==> config.mk <==
export PLATFORM = sky130hd
export DESIGN_NAME = ahb_burst_master
export DESIGN_NICKNAME = d
export VERILOG_FILES = /design/src/rtl/abm_pkg.sv /design/src/rtl/abm_ram.sv /design/src/rtl/abm_start_dec.sv /design/src/rtl/ahb_burst_master.sv
export SDC_FILE = /design/constraint.sdc
export NUM_CORES = 2
export LEC_CHECK = 0
export ABC_AREA = 1
export BUFFER_PORTS_ARGS = -buffer_cell sky130_fd_sc_hd__clkbuf_2
export CORE_MARGIN = 3
export CORE_UTILIZATION = 25
export DETAILED_ROUTE_END_ITERATION = 12
export MAX_ROUTING_LAYER = met4
export PLACE_DENSITY = 0.4
export SYNTH_ARGS = -nofsm -noshare
export SYNTH_HDL_FRONTEND = slang
export SYNTH_SLANG_ARGS = --single-unit
==> constraint.sdc <==
create_clock -name aclk -period 11.44 [get_ports aclk]
set_clock_uncertainty 0.2 [all_clocks]
set_input_delay 0.572 -clock aclk [delete_from_list [all_inputs] [get_ports aclk]]
set_output_delay 0.572 -clock aclk [all_outputs]
set_load 0.05 [all_outputs]
==> src/rtl/abm_pkg.sv <==
// Shared types, codes and default parameters for the AHB burst master.
package abm_pkg;

    localparam int MAX_BEATS_DEF  = 64;
    localparam int ADDR_WIDTH_DEF = 32;

    // Command codes of an input word.
    localparam logic [1:0] CMD_PUSH   = 2'd0;
    localparam logic [1:0] CMD_START  = 2'd1;
    localparam logic [1:0] CMD_TICK   = 2'd2;
    localparam logic [1:0] CMD_UNUSED = 2'd3;

    // Transfer type codes.
    localparam logic [1:0] TR_IDLE = 2'd0;
    localparam logic [1:0] TR_NSEQ = 2'd2;
    localparam logic [1:0] TR_SEQ  = 2'd3;

    // Burst codes.
    localparam logic [2:0] BU_SINGLE = 3'd0;
    localparam logic [2:0] BU_INCR   = 3'd1;
    localparam logic [2:0] BU_WRAP4  = 3'd2;
    localparam logic [2:0] BU_INCR4  = 3'd3;
    localparam logic [2:0] BU_WRAP8  = 3'd4;
    localparam logic [2:0] BU_INCR8  = 3'd5;
    localparam logic [2:0] BU_WRAP16 = 3'd6;
    localparam logic [2:0] BU_INCR16 = 3'd7;

    // Size codes.
    localparam logic [1:0] SZ_BYTE = 2'd0;
    localparam logic [1:0] SZ_HALF = 2'd1;
    localparam logic [1:0] SZ_WORD = 2'd2;

    // Response codes.
    localparam logic [1:0] RESP_OKAY  = 2'd0;
    localparam logic [1:0] RESP_ERROR = 2'd1;
    localparam logic [1:0] RESP_RETRY = 2'd2;
    localparam logic [1:0] RESP_SPLIT = 2'd3;

    // Completion status codes.
    localparam logic [1:0] ST_OKAY  = 2'd0;
    localparam logic [1:0] ST_BURST = 2'd1;
    localparam logic [1:0] ST_ADDR  = 2'd2;
    localparam logic [1:0] ST_BUS   = 2'd3;

    // Transaction phase, one-hot.
    typedef enum logic [5:0] {
        PH_IDLE = 6'b000001,
        PH_BREQ = 6'b000010,
        PH_NSEQ = 6'b000100,
        PH_SEQ  = 6'b001000,
        PH_LAST = 6'b010000,
        PH_WAIT = 6'b100000
    } phase_t;

    // Decoded fields of a start word.
    typedef struct packed {
        logic       ok;
        logic [1:0] status;
        logic [2:0] code;
        logic [1:0] size;
        logic [8:0] beats;
        logic [8:0] wrap_bytes;
    } start_dec_t;

endpackage

==> src/rtl/abm_ram.sv <==
// Generic single-port-write RAM with a registered read port.
module abm_ram #(
    parameter int WIDTH = 32,
    parameter int DEPTH = 64
) (
    input  logic                     aclk,
    input  logic                     wr_en,
    input  logic [$clog2(DEPTH)-1:0] wr_addr,
    input  logic [WIDTH-1:0]         wr_data,
    input  logic [$clog2(DEPTH)-1:0] rd_addr,
    output logic [WIDTH-1:0]         rd_data
);

    logic [WIDTH-1:0] mem [DEPTH];

    // Write port and registered read.
    always_ff @(posedge aclk) begin
        if (wr_en) begin
            mem[wr_addr] <= wr_data;
        end
        rd_data <= mem[rd_addr];
    end

endmodule

==> src/rtl/abm_start_dec.sv <==
// Decoder that checks a start word and derives burst code and size.
module abm_start_dec #(
    parameter int MAX_BEATS  = abm_pkg::MAX_BEATS_DEF,
    parameter int ADDR_WIDTH = abm_pkg::ADDR_WIDTH_DEF
) (
    input  logic [ADDR_WIDTH-1:0] start_addr,
    input  logic [2:0]            beat_bytes,
    input  logic [8:0]            length_bytes,
    input  logic [8:0]            wrap_len,
    output abm_pkg::start_dec_t   dec
);

    logic       wrap;
    logic [1:0] sz;
    logic       sz_ok;
    logic [8:0] beats;
    logic [2:0] code;
    logic [1:0] amask;
    logic [10:0] span;

    always_comb begin
        wrap  = (wrap_len != 9'd0);
        sz_ok = 1'b1;
        case (beat_bytes)
            3'd1:    sz = abm_pkg::SZ_BYTE;
            3'd2:    sz = abm_pkg::SZ_HALF;
            3'd4:    sz = abm_pkg::SZ_WORD;
            default: begin
                sz    = abm_pkg::SZ_WORD;
                sz_ok = 1'b0;
            end
        endcase
        beats = length_bytes >> sz;
        case (beats)
            9'd1:    code = abm_pkg::BU_SINGLE;
            9'd4:    code = wrap ? abm_pkg::BU_WRAP4  : abm_pkg::BU_INCR4;
            9'd8:    code = wrap ? abm_pkg::BU_WRAP8  : abm_pkg::BU_INCR8;
            9'd16:   code = wrap ? abm_pkg::BU_WRAP16 : abm_pkg::BU_INCR16;
            default: code = abm_pkg::BU_INCR;
        endcase
        amask = (2'b01 << sz) - 2'd1;
        // Bytes of the burst: beats shifted back equal the truncated length.
        span  = {1'b0, start_addr[9:0]} + {2'b00, beats << sz};

        dec.code       = code;
        dec.size       = sz;
        dec.beats      = beats;
        dec.wrap_bytes = (code == abm_pkg::BU_WRAP4 || code == abm_pkg::BU_WRAP8 ||
                          code == abm_pkg::BU_WRAP16) ? (beats << sz) : 9'd0;
        dec.ok     = 1'b0;
        dec.status = abm_pkg::ST_BURST;
        if (!sz_ok || beats == 9'd0 || beats > 9'(MAX_BEATS)) begin
            dec.status = abm_pkg::ST_BURST;
        end else if (wrap && wrap_len != length_bytes) begin
            dec.status = abm_pkg::ST_BURST;
        end else if ((start_addr[1:0] & amask) != 2'd0) begin
            dec.status = abm_pkg::ST_ADDR;
        end else if ((code == abm_pkg::BU_INCR4 || code == abm_pkg::BU_INCR8 ||
                      code == abm_pkg::BU_INCR16) && span > 11'h400) begin
            dec.status = abm_pkg::ST_ADDR;
        end else begin
            dec.ok     = 1'b1;
            dec.status = abm_pkg::ST_OKAY;
        end
    end

endmodule

==> src/rtl/ahb_burst_master.sv <==
// Top level of the AHB burst master: input register, control, result register.
//
//   channel | direction | content
//   s_      | in        | push / start / bus tick word
//   m_      | out       | bus drive signals, read beat and completion status
//
// Every input word yields exactly one result word, one per cycle unless m_ stalls.
// A word is registered, then processed, and its result held in the output register;
// the write buffer is read one word ahead, so it adds no stage.
// A stall on m_ holds the pipeline; s_tready follows from the output slot.
// Reset clears all control state; the write buffer is not cleared.
module ahb_burst_master #(
    parameter int MAX_BEATS  = abm_pkg::MAX_BEATS_DEF,
    parameter int ADDR_WIDTH = abm_pkg::ADDR_WIDTH_DEF
) (
    input  logic         aclk,
    input  logic         aresetn,
    input  logic         s_tvalid,
    output logic         s_tready,
    // cmd[1:0] start_addr[33:2] beat_bytes[36:34] length_bytes[45:37]
    // wrap_len[54:46] is_write[55] write_beat[87:56] grant[88]
    // ready_req[89] response[91:90] read_word[123:92], zero to 128
    input  logic [127:0] s_tdata,
    output logic         m_tvalid,
    input  logic         m_tready,
    // bus_trans[1:0] bus_burst[4:2] bus_addr[36:5] bus_size[38:37]
    // bus_write[39] bus_wdata[71:40] bus_request[72] read_valid[73]
    // read_data[105:74] beat_index[111:106] done_res[112] status[114:113],
    // zero to 120
    output logic [119:0] m_tdata
);

    localparam int IW = $clog2(MAX_BEATS);
    localparam int CW = $clog2(MAX_BEATS + 1);

    // Stage one: registered input word, then the buffer read settles.
    logic         s1_valid_reg;
    logic [127:0] s1_data_reg;
    logic         adv;
    logic         out_free;

    assign out_free = !m_tvalid || m_tready;
    assign adv      = out_free;
    assign s_tready = adv;

    always_ff @(posedge aclk) begin
        if (!aresetn) begin
            s1_valid_reg <= 1'b0;
        end else if (adv) begin
            s1_valid_reg <= s_tvalid;
        end
    end
    always_ff @(posedge aclk) begin
        if (adv) begin
            s1_data_reg <= s_tdata;
        end
    end

    // Field split.
    logic [1:0]            cmd;
    logic [ADDR_WIDTH-1:0] start_addr;
    logic [2:0]            beat_bytes;
    logic [8:0]            length_bytes, wrap_len;
    logic                  is_write, grant, ready_req;
    logic [31:0]           write_beat, read_word;
    logic [1:0]            response;

    assign cmd          = s1_data_reg[1:0];
    assign start_addr   = s1_data_reg[2 +: ADDR_WIDTH];
    assign beat_bytes   = s1_data_reg[36:34];
    assign length_bytes = s1_data_reg[45:37];
    assign wrap_len     = s1_data_reg[54:46];
    assign is_write     = s1_data_reg[55];
    assign write_beat   = s1_data_reg[87:56];
    assign grant        = s1_data_reg[88];
    assign ready_req    = s1_data_reg[89];
    assign response     = s1_data_reg[91:90];
    assign read_word    = s1_data_reg[123:92];

    logic go;
    assign go = s1_valid_reg && adv;

    abm_pkg::start_dec_t dec;
    abm_start_dec #(.MAX_BEATS(MAX_BEATS), .ADDR_WIDTH(ADDR_WIDTH)) u_dec (
        .start_addr, .beat_bytes, .length_bytes, .wrap_len, .dec
    );

    // State.
    abm_pkg::phase_t       phase_reg, phase_next;
    logic [ADDR_WIDTH-1:0] first_addr_reg, first_addr_next;
    logic [ADDR_WIDTH-1:0] next_addr_reg, next_addr_next;
    logic [CW-1:0]         left_reg, left_next, total_reg, total_next;
    logic [2:0]            kind_reg, kind_next, orig_reg, orig_next;
    logic [1:0]            size_reg, size_next;
    logic                  wmode_reg, wmode_next;
    logic [CW-1:0]         push_reg, push_next;
    logic [8:0]            wrapb_reg, wrapb_next;
    logic [1:0]            d_trans_reg, d_trans_next;
    logic [2:0]            d_burst_reg, d_burst_next;
    logic [ADDR_WIDTH-1:0] d_addr_reg, d_addr_next;
    logic [1:0]            d_size_reg, d_size_next;
    logic                  d_write_reg, d_write_next;
    logic [31:0]           d_wdata_reg, d_wdata_next;
    logic                  d_req_reg, d_req_next;

    // Write buffer, read ahead at the index of the beat that the next word loads.
    logic          wr_en;
    logic [31:0]   rd_data;
    logic [IW-1:0] rd_addr;
    logic [CW-1:0] idx_cur, ld_cur, ld_ahead;

    assign wr_en = go && cmd == abm_pkg::CMD_PUSH && phase_reg == abm_pkg::PH_IDLE &&
                   push_reg < CW'(MAX_BEATS);
    assign idx_cur = total_reg - left_reg;
    // In a sequential phase the beat in flight completes first, so the load
    // index is one past the current beat.
    assign ld_cur = total_reg - ((phase_reg == abm_pkg::PH_SEQ && left_reg != '0) ?
                                 left_reg - 1'b1 : left_reg);
    // Load index after the next update: the state seen now is what the next word sees.
    assign ld_ahead = total_next - ((phase_next == abm_pkg::PH_SEQ && left_next != '0) ?
                                    left_next - 1'b1 : left_next);
    assign rd_addr  = (go ? ld_ahead[IW-1:0] : ld_cur[IW-1:0]);

    abm_ram #(.WIDTH(32), .DEPTH(MAX_BEATS)) u_buf (
        .aclk, .wr_en, .wr_addr(push_reg[IW-1:0]), .wr_data(write_beat),
        .rd_addr, .rd_data
    );

    // A push to the slot being read is forwarded.
    logic        fwd_reg;
    logic [31:0] fwd_data_reg, buf_word;
    always_ff @(posedge aclk) begin
        fwd_reg      <= wr_en && push_reg[IW-1:0] == rd_addr;
        fwd_data_reg <= write_beat;
    end
    assign buf_word = fwd_reg ? fwd_data_reg : rd_data;

    // Address step: inside the wrap window when a wrap size is set, else a plain increment.
    function automatic logic [ADDR_WIDTH-1:0] step_addr(
        input logic [ADDR_WIDTH-1:0] a, input logic [1:0] sz, input logic [8:0] wb);
        logic [ADDR_WIDTH-1:0] inc, msk, sum;
        begin
            inc = ADDR_WIDTH'(3'b001 << sz);
            msk = ADDR_WIDTH'(wb) - 1'b1;
            sum = a + inc;
            step_addr = (wb != 9'd0) ? ((a & ~msk) | (sum & msk)) : sum;
        end
    endfunction

    logic           rvalid, done;
    logic [31:0]    rdata;
    logic [5:0]     rindex;
    logic [1:0]     status;
    logic [CW-1:0]  left_dec;
    logic           can_load;

    assign can_load = wmode_reg && left_reg <= total_reg && ld_cur < CW'(MAX_BEATS);

    // Transaction control for one word.
    always_comb begin
        phase_next = phase_reg; first_addr_next = first_addr_reg;
        next_addr_next = next_addr_reg; left_next = left_reg; total_next = total_reg;
        kind_next = kind_reg; orig_next = orig_reg; size_next = size_reg;
        wmode_next = wmode_reg; push_next = push_reg; wrapb_next = wrapb_reg;
        d_trans_next = d_trans_reg; d_burst_next = d_burst_reg; d_addr_next = d_addr_reg;
        d_size_next = d_size_reg; d_write_next = d_write_reg; d_wdata_next = d_wdata_reg;
        d_req_next = d_req_reg;
        rvalid = 1'b0; rdata = 32'd0; rindex = 6'd0; done = 1'b0;
        status = abm_pkg::ST_OKAY;
        left_dec = (left_reg != '0) ? left_reg - 1'b1 : left_reg;
        if (go) begin
            case (cmd)
                abm_pkg::CMD_PUSH: begin
                    if (wr_en) push_next = push_reg + 1'b1;
                end
                abm_pkg::CMD_START: begin
                    if (phase_reg == abm_pkg::PH_IDLE) begin
                        push_next = '0;
                        if (!dec.ok) begin
                            done = 1'b1; status = dec.status;
                        end else begin
                            first_addr_next = start_addr; next_addr_next = start_addr;
                            total_next = CW'(dec.beats); left_next = CW'(dec.beats);
                            kind_next = dec.code; orig_next = dec.code;
                            size_next = dec.size; wmode_next = is_write;
                            wrapb_next = dec.wrap_bytes;
                            phase_next = abm_pkg::PH_BREQ; d_req_next = 1'b1;
                        end
                    end
                end
                abm_pkg::CMD_TICK: begin
                    case (phase_reg)
                        abm_pkg::PH_BREQ: begin
                            if (grant && ready_req) begin
                                d_write_next = wmode_reg; d_trans_next = abm_pkg::TR_NSEQ;
                                d_burst_next = kind_reg;
                                if (kind_reg != abm_pkg::BU_INCR) d_req_next = 1'b0;
                                d_addr_next = next_addr_reg;
                                next_addr_next = step_addr(next_addr_reg, size_reg, wrapb_reg);
                                d_size_next = size_reg; phase_next = abm_pkg::PH_NSEQ;
                            end
                        end
                        abm_pkg::PH_NSEQ: begin
                            if (ready_req) begin
                                if (can_load) d_wdata_next = buf_word;
                                if (!grant) begin
                                    d_trans_next = abm_pkg::TR_IDLE; d_addr_next = '0;
                                    phase_next = abm_pkg::PH_LAST;
                                end else if (kind_reg == abm_pkg::BU_SINGLE ||
                                             left_reg <= CW'(1)) begin
                                    d_trans_next = abm_pkg::TR_IDLE; d_addr_next = '0;
                                    d_req_next = 1'b0; phase_next = abm_pkg::PH_WAIT;
                                end else begin
                                    d_trans_next = abm_pkg::TR_SEQ; d_addr_next = next_addr_reg;
                                    next_addr_next = step_addr(next_addr_reg, size_reg,
                                                               wrapb_reg);
                                    phase_next = abm_pkg::PH_SEQ;
                                end
                            end
                        end
                        abm_pkg::PH_SEQ, abm_pkg::PH_LAST, abm_pkg::PH_WAIT: begin
                            if (ready_req && response == abm_pkg::RESP_OKAY) begin
                                if (!wmode_reg) begin
                                    rvalid = 1'b1; rdata = read_word; rindex = idx_cur[5:0];
                                end
                                left_next = left_dec;
                                if (phase_reg == abm_pkg::PH_SEQ) begin
                                    if (can_load) d_wdata_next = buf_word;
                                    if (!grant) begin
                                        d_trans_next = abm_pkg::TR_IDLE; d_addr_next = '0;
                                        phase_next = abm_pkg::PH_LAST;
                                    end else if (left_dec > CW'(1)) begin
                                        d_trans_next = abm_pkg::TR_SEQ;
                                        d_addr_next = next_addr_reg;
                                        next_addr_next = step_addr(next_addr_reg, size_reg,
                                                                   wrapb_reg);
                                    end else begin
                                        d_trans_next = abm_pkg::TR_IDLE; d_addr_next = '0;
                                        d_req_next = 1'b0; phase_next = abm_pkg::PH_WAIT;
                                    end
                                end else if (phase_reg == abm_pkg::PH_LAST &&
                                             left_dec != '0) begin
                                    d_req_next = 1'b1; kind_next = abm_pkg::BU_INCR;
                                    phase_next = abm_pkg::PH_BREQ;
                                end else begin
                                    phase_next = abm_pkg::PH_IDLE;
                                    d_trans_next = abm_pkg::TR_IDLE;
                                    d_addr_next = '0; d_req_next = 1'b0; done = 1'b1;
                                end
                            end else if (!ready_req && (response == abm_pkg::RESP_RETRY ||
                                                        response == abm_pkg::RESP_SPLIT)) begin
                                d_trans_next = abm_pkg::TR_IDLE; d_addr_next = '0;
                                d_req_next = 1'b1; next_addr_next = first_addr_reg;
                                left_next = total_reg; kind_next = orig_reg;
                                phase_next = abm_pkg::PH_BREQ;
                            end else if (!ready_req && response == abm_pkg::RESP_ERROR) begin
                                phase_next = abm_pkg::PH_IDLE;
                                d_trans_next = abm_pkg::TR_IDLE;
                                d_addr_next = '0; d_req_next = 1'b0;
                                done = 1'b1; status = abm_pkg::ST_BUS;
                            end
                        end
                        default: begin
                        end
                    endcase
                end
                default: begin
                end
            endcase
        end
    end

    // State registers.
    always_ff @(posedge aclk) begin
        if (!aresetn) begin
            phase_reg <= abm_pkg::PH_IDLE; first_addr_reg <= '0; next_addr_reg <= '0;
            left_reg <= '0; total_reg <= '0; kind_reg <= abm_pkg::BU_SINGLE;
            orig_reg <= abm_pkg::BU_SINGLE; size_reg <= abm_pkg::SZ_WORD;
            wmode_reg <= 1'b0; push_reg <= '0; wrapb_reg <= '0;
            d_trans_reg <= abm_pkg::TR_IDLE; d_burst_reg <= abm_pkg::BU_SINGLE;
            d_addr_reg <= '0; d_size_reg <= abm_pkg::SZ_WORD; d_write_reg <= 1'b0;
            d_wdata_reg <= '0; d_req_reg <= 1'b0;
        end else begin
            phase_reg <= phase_next; first_addr_reg <= first_addr_next;
            next_addr_reg <= next_addr_next; left_reg <= left_next;
            total_reg <= total_next; kind_reg <= kind_next; orig_reg <= orig_next;
            size_reg <= size_next; wmode_reg <= wmode_next; push_reg <= push_next;
            wrapb_reg <= wrapb_next; d_trans_reg <= d_trans_next;
            d_burst_reg <= d_burst_next; d_addr_reg <= d_addr_next;
            d_size_reg <= d_size_next; d_write_reg <= d_write_next;
            d_wdata_reg <= d_wdata_next; d_req_reg <= d_req_next;
        end
    end

    // Result register.
    always_ff @(posedge aclk) begin
        if (!aresetn) begin
            m_tvalid <= 1'b0;
        end else if (out_free) begin
            m_tvalid <= s1_valid_reg;
        end
    end
    always_ff @(posedge aclk) begin
        if (go) begin
            m_tdata <= {5'd0, status, done, rindex, rdata, rvalid, d_req_next,
                        d_wdata_next, d_write_next, d_size_next,
                        32'(d_addr_next), d_burst_next, d_trans_next};
        end
    end

endmodule

==> run summary <==
Status: completed
Cell Count Post-Placement: 13.5k
Worst-case vdd ir drop: 123 uV
Via count of the first global-routing pass: 68.5k
Top Family by Delay on Critical Path: simple AND/OR/NAND/NOR gates
Post-synthesis xor/xnor area fraction: 0.00428
Kind of end point of the critical path: flip-flop
Io pins: 254
Maximum buffer depth of the clock tree: 4
Portion of synthesized cell area occupied by the leading cell type: 0.671
Width of the chip: 646 um
Global router's overall resource usage: 0.169
Upper clock frequency limit: 0.116 GHz
Sequential area share after synthesis: 0.720
Number of buffers inserted during clock tree synthesis: 295
P per Cell Area: 191 nW/um^2
Count of buffers added by post-CTS timing repair for setup: 0
Final #Nets: 8712
Worst path bufs/invs: 7
Worst setup path class: reg -> reg
Routability-driven placement congestion ratio: 0.834
Die span in y: 646 um
Endpoints failing hold: 0
Relative slew slack: 0.212
Number of maximum-capacitance constraint violations: 0
TritonCTS clock tree: yes
Core outline area: 407000 um^2
Library cell occupying the most area in the post-synthesis netlist: sky130_fd_sc_hd__edfxtp_1
First-pass GRT wire length: 502000 um
Largest family of logic cells by synthesized area: compound AO/OA/AOI/OAI gates
Count of flip-flops with a built-in enable after synthesis: 2287
Worst skew pair latency: 0.90 ns
Crit share post-route: 0.754
CTS sink count: 2536
Total power: 23.2 mW
Critical Path AT: 9.21 ns
Leading cell types by total area after synthesis: sky130_fd_sc_hd__edfxtp_1 67%, sky130_fd_sc_hd__o21ai_0 6.0%, sky130_fd_sc_hd__nor2_1 5.0%
Number of non-filler instances in the completed layout: 14.2k
Mean instance size in the synthesized netlist: 12.4 um^2
Startpoint types: flip-flop
Most numerous cell types in the synthesized netlist: 2287 x sky130_fd_sc_hd__edfxtp_1, 1369 x sky130_fd_sc_hd__nor2_1, 1228 x sky130_fd_sc_hd__o21ai_0
H-tree depth: 5
CP max stage cell: sky130_fd_sc_hd__buf_4
Setup slack after layout: 2.82 ns
Total Wirelength: 355000 um
Number of library cell types mapped by synthesis: 62
Yosys warning total: 0
Number of antenna violations at the first check in global routing: 20
Total number of vias: 69.5k
Flip-flop count of the largest register after layout: 2048
Crit path top cell by count: sky130_fd_sc_hd__nand2_1
Pin count of the biggest net entering global routing: 170
Count of input and output buffers: 244
Number of rows created at floorplan: 234
Number of buffers inserted by hold repair at cts: 128
Routed wire length per instance: 25.0 um
Final setup fails: 0
Static leakage power: 39.5 nW
Highest fanout seen on the critical path: 50
Final HPWL from detailed placement: 193000 um
Post-synthesis share of cell area spent on full adders, half adders and majority gates: 0.00660
Vias per cell: 4.90
Max Transition Viols Final: 0
DR DRC count: 0
Area of the die: 417000 um^2
Share of layout cells above drive strength 1: 0.118
Share of synthesized area spent on multiplexers: 0.00147
Clock slew seen by the registers of the worst setup and hold paths: 0.06 ns
Synth Register Bits: 2536
Dominant synthesized flop cell: sky130_fd_sc_hd__edfxtp_1
Critical Path RT: 12.03 ns
Finished layout cell area: 121000 um^2
Effective utilization at floorplan: 0.251
Area of placed instances: 110000 um^2
Layout overhead on the synthesized area: 18.5%
Synth Area in Simple Gates: 0.0933
Slew at the pin closest to its max-slew limit: 1.18 ns
Number of instances in the synthesized netlist: 8229
Most common cell in the netlist: sky130_fd_sc_hd__edfxtp_1
Pre-CTS setup slack: 2.75 ns
Delay contributed by the slowest stage of the critical path: 0.65 ns
Async set-reset flop share out of synthesis: 0
Setup TNS after final layout: 0 ns
Clock period minus final worst setup slack: 8.62 ns
WHS: 0.203 ns
RSZ-0062 raised after global routing: no
Router iterations before antenna repair: 6
Number of cells upsized or downsized after cts: 0
Core utilization of the finished layout: 0.298
GRT Residual Overflow: 0
Count of antenna-violating nets left after detailed routing: 0
Fraction of the mapped netlist area in compound gates: 0.140
Post-Syn Area: 102000 um^2
Kind of path behind the tightest hold check: in -> reg
CTS root buffer: sky130_fd_sc_hd__clkbuf_16
Number of DRC violations after detailed-routing iteration 0: 6669
per-layer routing:
| metal | GRT usage | vias to the layer above | routed length [um] |
|---|---|---|---|
| li1 | - | 31200 | - |
| met1 | 0.223 | 35700 | 158000 |
| met2 | 0.274 | 2123 | 169000 |
| met3 | 0.0232 | 464 | 20300 |
| met4 | 0.0385 | 0 | 7960 |
| met5 | - | - | 0 |
power breakdown:
group,internal [mW],switching (mW)
Combinational,0.878,2.68
Sequential,10.3,0.0854
Clock,5.44,3.84
Total,16.6,6.61
cells in the final DEF (no fill, tap or decap), types with 14 or more instances in the layout:
cell / netlist / final
sky130_fd_sc_hd__o32ai_1: 14 / 14
sky130_fd_sc_hd__a22oi_1: 27 / 27
sky130_fd_sc_hd__nand2_1: 446 / 443
sky130_fd_sc_hd__buf_4: 5 / 168
sky130_fd_sc_hd__edfxtp_1: 2287 / 2287
sky130_fd_sc_hd__clkbuf_1: 524 / 68
sky130_fd_sc_hd__and2_1: 31 / 31
sky130_fd_sc_hd__o221ai_1: 397 / 397
sky130_fd_sc_hd__nand3_1: 295 / 294
sky130_fd_sc_hd__xor2_1: 44 / 44
sky130_fd_sc_hd__o21ai_0: 1228 / 1228
sky130_fd_sc_hd__dlygate4sd3_1: 0 / 128
sky130_fd_sc_hd__ha_1: 46 / 46
sky130_fd_sc_hd__buf_12: 0 / 21
sky130_fd_sc_hd__a21oi_1: 268 / 268
sky130_fd_sc_hd__a32oi_1: 22 / 22
sky130_fd_sc_hd__clkinv_1: 8 / 61
sky130_fd_sc_hd__inv_1: 337 / 332
sky130_fd_sc_hd__inv_2: 16 / 14
sky130_fd_sc_hd__or2_2: 14 / 14
sky130_fd_sc_hd__nor3_1: 56 / 56
sky130_fd_sc_hd__dfxtp_1: 249 / 248
sky130_fd_sc_hd__o21ai_1: 31 / 27
sky130_fd_sc_hd__clkbuf_8: 0 / 16
sky130_fd_sc_hd__a211oi_1: 14 / 14
sky130_fd_sc_hd__clkbuf_16: 0 / 304
sky130_fd_sc_hd__mux2i_1: 15 / 15
sky130_fd_sc_hd__o211ai_1: 132 / 132
sky130_fd_sc_hd__clkinv_2: 0 / 43
sky130_fd_sc_hd__clkbuf_2: 0 / 243
sky130_fd_sc_hd__bufinv_16: 0 / 20
sky130_fd_sc_hd__nand4_1: 26 / 26
sky130_fd_sc_hd__nor2_4: 3 / 71
sky130_fd_sc_hd__o22ai_1: 143 / 143
sky130_fd_sc_hd__o21ai_2: 35 / 35
sky130_fd_sc_hd__nor4_1: 14 / 14
sky130_fd_sc_hd__nor2_1: 1369 / 1300
final timing paths:
check	slack [ns]	cells after the start	start	to
max	2.82	40	s1_data_reg[34]	u_buf.rd_data[6]
min	0.20	2	s_tdata[96]	s1_data_reg[96]
max reg2reg	2.82	40	s1_data_reg[34]	u_buf.rd_data[6]
min reg2reg	0.25	2	wrapb_reg[7]	wrapb_reg[7]
layout make-up:
class                      instances  area (um^2)
clock buffer                     388         8080
tap                             5428         6790
inverter                         361         1400
antenna                            6         15.0
multi-input combinational       4775        25700
sequential                      2536        73700
fill                           41000       286000
clock inverter                   145         1390
timing repair buffer             560         4180
cell families (layout without fill, tap and decap cells):
logic type | count (synthesis) | after routing
AO/OA/AOI/OAI | 2356 | 2356
XOR/XNOR | 50 | 50
adder cells (fa/ha/maj) | 51 | 51
buffers and inverters | 922 | 1454
flip-flops | 2536 | 2536
multiplexers | 15 | 15
other | 1 | 11
AND/OR/NAND/NOR | 2298 | 2298
No activity file was read; power rests on OpenSTA's default activity.
